--- src/rtl/mleb_pkg.sv ---
`default_nettype none

package mleb_pkg;

  localparam int unsigned MAX_LEN_DEF = 255;

  localparam logic [7:0] MASK_RESET = 8'd165;

  // request codes
  localparam logic [1:0] REQ_KEY   = 2'd0;
  localparam logic [1:0] REQ_READ  = 2'd1;
  localparam logic [1:0] REQ_CLEAR = 2'd2;

  // key codes
  localparam logic [7:0] KEY_LF       = 8'h0A;
  localparam logic [7:0] KEY_CR       = 8'h0D;
  localparam logic [7:0] KEY_ENTER    = 8'h03;
  localparam logic [7:0] KEY_BS       = 8'h08;
  localparam logic [7:0] KEY_TAB      = 8'h09;
  localparam logic [7:0] KEY_ARROW_LO = 8'h1C;
  localparam logic [7:0] KEY_ARROW_HI = 8'h1F;

  // action codes
  localparam logic [2:0] ACT_EDITED = 3'd0;
  localparam logic [2:0] ACT_SUBMIT = 3'd1;
  localparam logic [2:0] ACT_PASS   = 3'd2;
  localparam logic [2:0] ACT_FULL   = 3'd3;
  localparam logic [2:0] ACT_BADSEL = 3'd4;
  localparam logic [2:0] ACT_DONE   = 3'd5;

  typedef struct packed {
    logic [1:0] req_type;
    logic [7:0] key_code;
    logic [7:0] sel_start;
    logic [7:0] sel_end;
    logic [7:0] read_pos;
  } req_t;

  typedef struct packed {
    logic [2:0] action;
    logic [7:0] echo_char;
    logic [7:0] text_length;
    logic [7:0] read_char;
  } rsp_t;

  typedef logic [7:0] cfg_t;

  // broadcast to every cell
  typedef struct packed {
    logic       shl;  // cells at or above pos take the right neighbor
    logic       shr;  // cells above pos take the left neighbor, pos takes chr
    logic [7:0] pos;
    logic [7:0] chr;
  } cell_ctl_t;

endpackage

`default_nettype wire

--- src/rtl/mleb_cell.sv ---
`default_nettype none

module mleb_cell #(
  parameter int unsigned IDX = 0
) (
  input  wire                 clk,
  input  mleb_pkg::cell_ctl_t ctl,
  input  wire  [7:0]          left_data,
  input  wire  [7:0]          right_data,
  input  wire  [7:0]          right_rd,
  output logic [7:0]          data,
  output logic [7:0]          rd_link
);

  localparam logic [7:0] MY_IDX = 8'(IDX);

  always_ff @(posedge clk) begin
    if (ctl.shl && (MY_IDX >= ctl.pos)) begin
      data <= right_data;
    end else if (ctl.shr) begin
      if (MY_IDX > ctl.pos) begin
        data <= left_data;
      end else if (MY_IDX == ctl.pos) begin
        data <= ctl.chr;
      end
    end
  end

  // read word walks toward cell zero one step a cycle
  always_ff @(posedge clk) begin
    rd_link <= (MY_IDX == ctl.pos) ? data : right_rd;
  end

endmodule

`default_nettype wire

--- config.mk ---
export PLATFORM = sky130hd
export DESIGN_NAME = mleb_cell
export DESIGN_NICKNAME = d
export VERILOG_FILES = /design/src/rtl/mleb_pkg.sv /design/src/rtl/mleb_cell.sv
export SDC_FILE = /design/constraint.sdc
export NUM_CORES = 1
export LEC_CHECK = 0
export ABC_AREA = 1
export BUFFER_PORTS_ARGS = -buffer_cell sky130_fd_sc_hd__buf_2
export CAP_MARGIN = 20
export CORE_UTILIZATION = 35
export DETAILED_ROUTE_END_ITERATION = 8
export PLACE_DENSITY = 0.83
export SLEW_MARGIN = 20
export SYNTH_ARGS = -nofsm -noshare
export SYNTH_HDL_FRONTEND = slang
export SYNTH_SLANG_ARGS = --single-unit
--- constraint.sdc ---
create_clock -name clk -period 1.6 [get_ports clk]
set_clock_uncertainty 0.1 [all_clocks]
set_input_delay 0.08 -clock clk [delete_from_list [all_inputs] [get_ports clk]]
set_output_delay 0.08 -clock clk [all_outputs]
set_load 0.1 [all_outputs]
; ---- After elaboration in Yosys (flattened, before gate mapping)
; Cells that the tools add are included.
[op_classes]
muxes = 5
n_reduce_logical = 5
n_lt_le_gt_ge = 2
[op_table]
columns = cell, n
row1 = 8-bit two-way mux, 5
row2 = "1-bit by 8-bit greater-or-equal comparator with 1-bit output, first input constant", 1
row3 = "1-bit by 8-bit greater-than comparator with 1-bit output, first input constant", 1
row4 = 8-bit zero test, 1
row5 = 3-bit nonzero test, 1
row6 = 2-bit AND reduction, 1
row7 = 2-bit nonzero test, 1
row8 = 1-bit logical AND, 1
[totals]
wordCells = 14
register_bits = 16
out_inout_bits = 16
input_bits = 43

; ---- Logic depth before layout (Yosys ltp)
[depth]
word_depth = 5
ltp_mapped = 6

; ---- Worst setup path after synthesis
; OpenSTA, ideal clock, no wires.
[synth_path]
path_kind = input to register
startpoint = input ctl[15] (netlist bit)
endpoint = register data[0], enable pin
required_time_ns = 1.130
arrival_time_ns = 0.909
stages = 5
path_slack_ns = 0.221
cell_sequence = nor2_1 nand2_1 nor2_4 inv_2 nor2_1
[synth_between]
elab_chain_len = 4
[synth_lines]
columns = element, line
row1 = "start, declared", mleb_cell.sv:7  ; input mleb_pkg::cell_ctl_t ctl,
row2 = 1-bit by 8-bit greater-or-equal comparator with 1-bit output, mleb_cell.sv:18  ; if (ctl.shl && (MY_IDX >= ctl.pos)) begin
row3 = 1-bit logical AND, mleb_cell.sv:18
row4 = 3-bit nonzero test (no source line) / 2-bit nonzero test (equally long branches), --
row5 = 2-bit AND reduction (no source line) *, --
row6 = "end signal, assigned", mleb_cell.sv:19  ; data <= right_data;
row7 = "end signal, assigned", mleb_cell.sv:22  ; data <= left_data;
row8 = "end signal, assigned", mleb_cell.sv:24  ; data <= ctl.chr;
row9 = "end, declared", mleb_cell.sv:11  ; output logic [7:0] data,
; Every way passes the cells marked *; elsewhere a longest branch is shown, timed or not.
; A chain may end at the register's enable or synchronous reset.

; ---- Final worst setup path
[layout_path]
startpoint = input ctl[15] (netlist bit)
endpoint = register data[0] (data pin)
[layout_between]
elab_chain_len = 4
[layout_lines]
columns = element, line
row1 = 1-bit by 8-bit greater-than comparator with 1-bit output, mleb_cell.sv:21  ; if (MY_IDX > ctl.pos) begin
row2 = 8-bit two-way mux, mleb_cell.sv:21
row3 = 8-bit two-way mux, mleb_cell.sv:20  ; end else if (ctl.shr) begin
row4 = 8-bit two-way mux *, mleb_cell.sv:18
; Every way passes the cells marked *; elsewhere a longest branch is shown, timed or not. The select of a mux whose other input is x is not followed.

==> results.cfg <==
[run_status]
status = finished clean

[global_route]
grt_pass1_wl_um = 2730
antenna_found_initial = 0
first_global_vias = 697
gr-usage-all-layers_pct = 19.0
grt_max_degree = 11
overflow = 0

[cts]
post_cts_buffers = 0
ctsResizeCount = 0
cts_buffer_depth = 2
clock-root-buffer = clkbuf_4
cts_max_level = 1
clkSlewWorstSetupHoldPaths_ns = 0.08
clock_latency_ns = 0.28
cts_buffers = 3
cts_tree = yes
cts.sinks = 16

[setup_path]
cp.arrival_ns = 1.43
timing.critical_path.slowest_stage_cell = dlygate4sd3_1
cp_slowest_stage_delay_ns = 0.55
path_cells = buf_2, nor2_1, nand2_1, nor2_4, nand2_1, nand2_1, nand2_1, dlygate4sd3_1
crit_fanout = 8
startpoint_type = input pin
crit_path_start = ctl[15]
timing.critical_path.mode_cell = nand2_1
setup.worst_path.class = in -> reg
crit_family = simple AND/OR/NAND/NOR gates
r2r-start = data[1]
worst-path-stages = 8
crit_buf_inv = 2
reg2reg_slack_ns = 0.86
endpoint = data[0]
r2r_end = rd_link[1]
cp-end-kind = register
required_ns = 1.53
ff2ff_path_depth = 2

[pwr]
power_density_mw_per_mm2 = 729
internal_power_mw = 0.615
ir_worst_vdd_v = 0.000340
p_switching_mw = 0.242
power_switching_share_pct = 28.2
seqPwrFrac_pct = 51.8
p_comb_share_pct = 23.6
leakage_nw = 0.605
p_clk_share_pct = 24.6
finalPower_mw = 0.857

[synthesis]
syn_avg_cell_area_um2 = 8.47
synthTopCellsByArea = edfxtp_1, nand2_1, dfxtp_1
synth.distinct_cells = 9
synth_top_area_cell = edfxtp_1
syn_area_um2 = 652
ys_seq_area_share_pct = 61.4
ys_warn_count = 0
syn_nets = 120
synth_top_area_share_pct = 36.9
postSynthCellCount = 77
ys_ff_latch = 16

[timing]
slew_violations = 0
setup_viol = 0
tns_ns = 0
slew_headroom_pct = 67.2
rsz0062_at_grt = false
worst_pin_slew_ns = 0.495
hold_viol = 0
period_share_pct = 93.4
max_freq_mhz = 669
finalCriticalPeriod_ns = 1.49

[final_layout]
final_cell_count_no_fill = 178
fillerInstances = 150
final_area_mm2 = 0.00117
antenna_cells = 0
layout.nets = 197
drive_gt1_share_pct = 39.2
area_delta_synth_final_pct = 80.2

[routing]
wire_per_inst_um = 9.89
vias = 769
vias_per_cell = 4.32
drc = 0
wl_um = 1760
first_iter_violations = 7
ant_nets = 0
dr.pass1.iters = 6

[place]
port_buffers = 50
dp_hpwl_um = 1190
place.gp.congestion = 0.729
placed_cells_incl_taps = 155
placed_cell_area_um2 = 958

[floorplan]
num_rows = 15
die-width_um = 45.2
initial_core_util_pct = 37.8
ios = 59
die_h_um = 45.2
core_mm2 = 0.00173
dieArea_mm2 = 0.00204

[job]
drv_cap = 0

[worst_hold_path]
holdCritPathClass = in -> reg
min-delay-start = right_data[6]
[per-stage QoR]
step	setup slack, ns	hold slack [ns]	utilization, %
after floorplan	0.221	0.0831	-
after global placement	0.362	0.171	55.5
after detailed placement	0.330	0.172	55.5
after CTS	0.110	0.000161	68.0
after global routing	0.0226	0.0134	68.0
final	0.105	0.0110	68.0
[cell usage after synthesis]
cell type,n
nor2_4,1
dfxtp_1,8
buf_2,1
nor2_1,6
inv_2,1
nand2_1,43
buf_4,1
nand3_1,8
edfxtp_1,8
[final cells by class]
class	count	area, um^2	area share, %
Clock buffer	4	26.3	2.24
Inverter	1	3.75	0.319
Multi-Input combinational cell	58	235	20.0
Sequential cell	16	400	34.1
Tap cell	25	31.3	2.66
Timing Repair Buffer	74	478	40.7
[metal layers]
| metal | wire [um] | GRT usage [%] | up-vias |
|---|---|---|---|
| li1 | - | - | 397 |
| met5 | 0 | 0 | - |
| met4 | 14 | 9.09 | 0 |
| met3 | 133 | 2.40 | 2 |
| met2 | 934 | 38.3 | 48 |
| met1 | 679 | 18.5 | 322 |
[kinds of logic (layout without fill, tap and decap cells)]
family	after synthesis	in the layout	share of synthesized area (%)
buf+inv	3	79	2.49
simple gates	58	58	36.1
flops	16	16	61.4
[flip-flops by register name, summed over array words and instances, names as in the netlist]
name / flops
rd_link: 8
data: 8
[power by group through the flow]
stage,Combinational (mW),Sequential (mW),Clock (mW)
6_report,0.202,0.444,0.211
3_5_place_dp,0.165,0.453,0
5_1_grt,0.215,0.445,0.235
4_1_cts,0.200,0.444,0.222
3_3_place_gp,0.162,0.452,0
2_1_floorplan,0.0238,0.539,0
[cell usage in the layout, fill, tap and decap left out]
master	count
buf_2	50
nand2_1	43
dlygate4sd3_1	19
nand3_1	8
edfxtp_1	8
dfxtp_1	8
nor2_1	6
buf_4	5
clkbuf_4	3
nor2_4	1
inv_2	1
clkbuf_1	1
[worst reg2reg max path, stage by stage (launching register included)]
cell      delay [ns]
edfxtp_1        0.41
nand2_1         0.08
nand2_1         0.05
[worst min path at each step]
| stage | to | slack [ns] | cells past startpoint |
|---|---|---|---|
| finish | data[6] | 0.01 | 3 |
| global route | data[6] | 0.01 | 3 |
| CTS | data[6] | 0.0002 | 3 |
| detailed placement | rd_link[5] | 0.17 | 3 |
| global placement | rd_link[2] | 0.17 | 3 |
| floorplan | rd_link[0] | 0.08 | 2 |
[timing repair]
| action | CTS | global route |
|---|---|---|
| endpoints found under the setup margin | 0 | 0 |
| endpoints found under the hold margin | 16 | 0 |
| hold buffers | 19 | 0 |
Power figures use the tool's default switching activity.
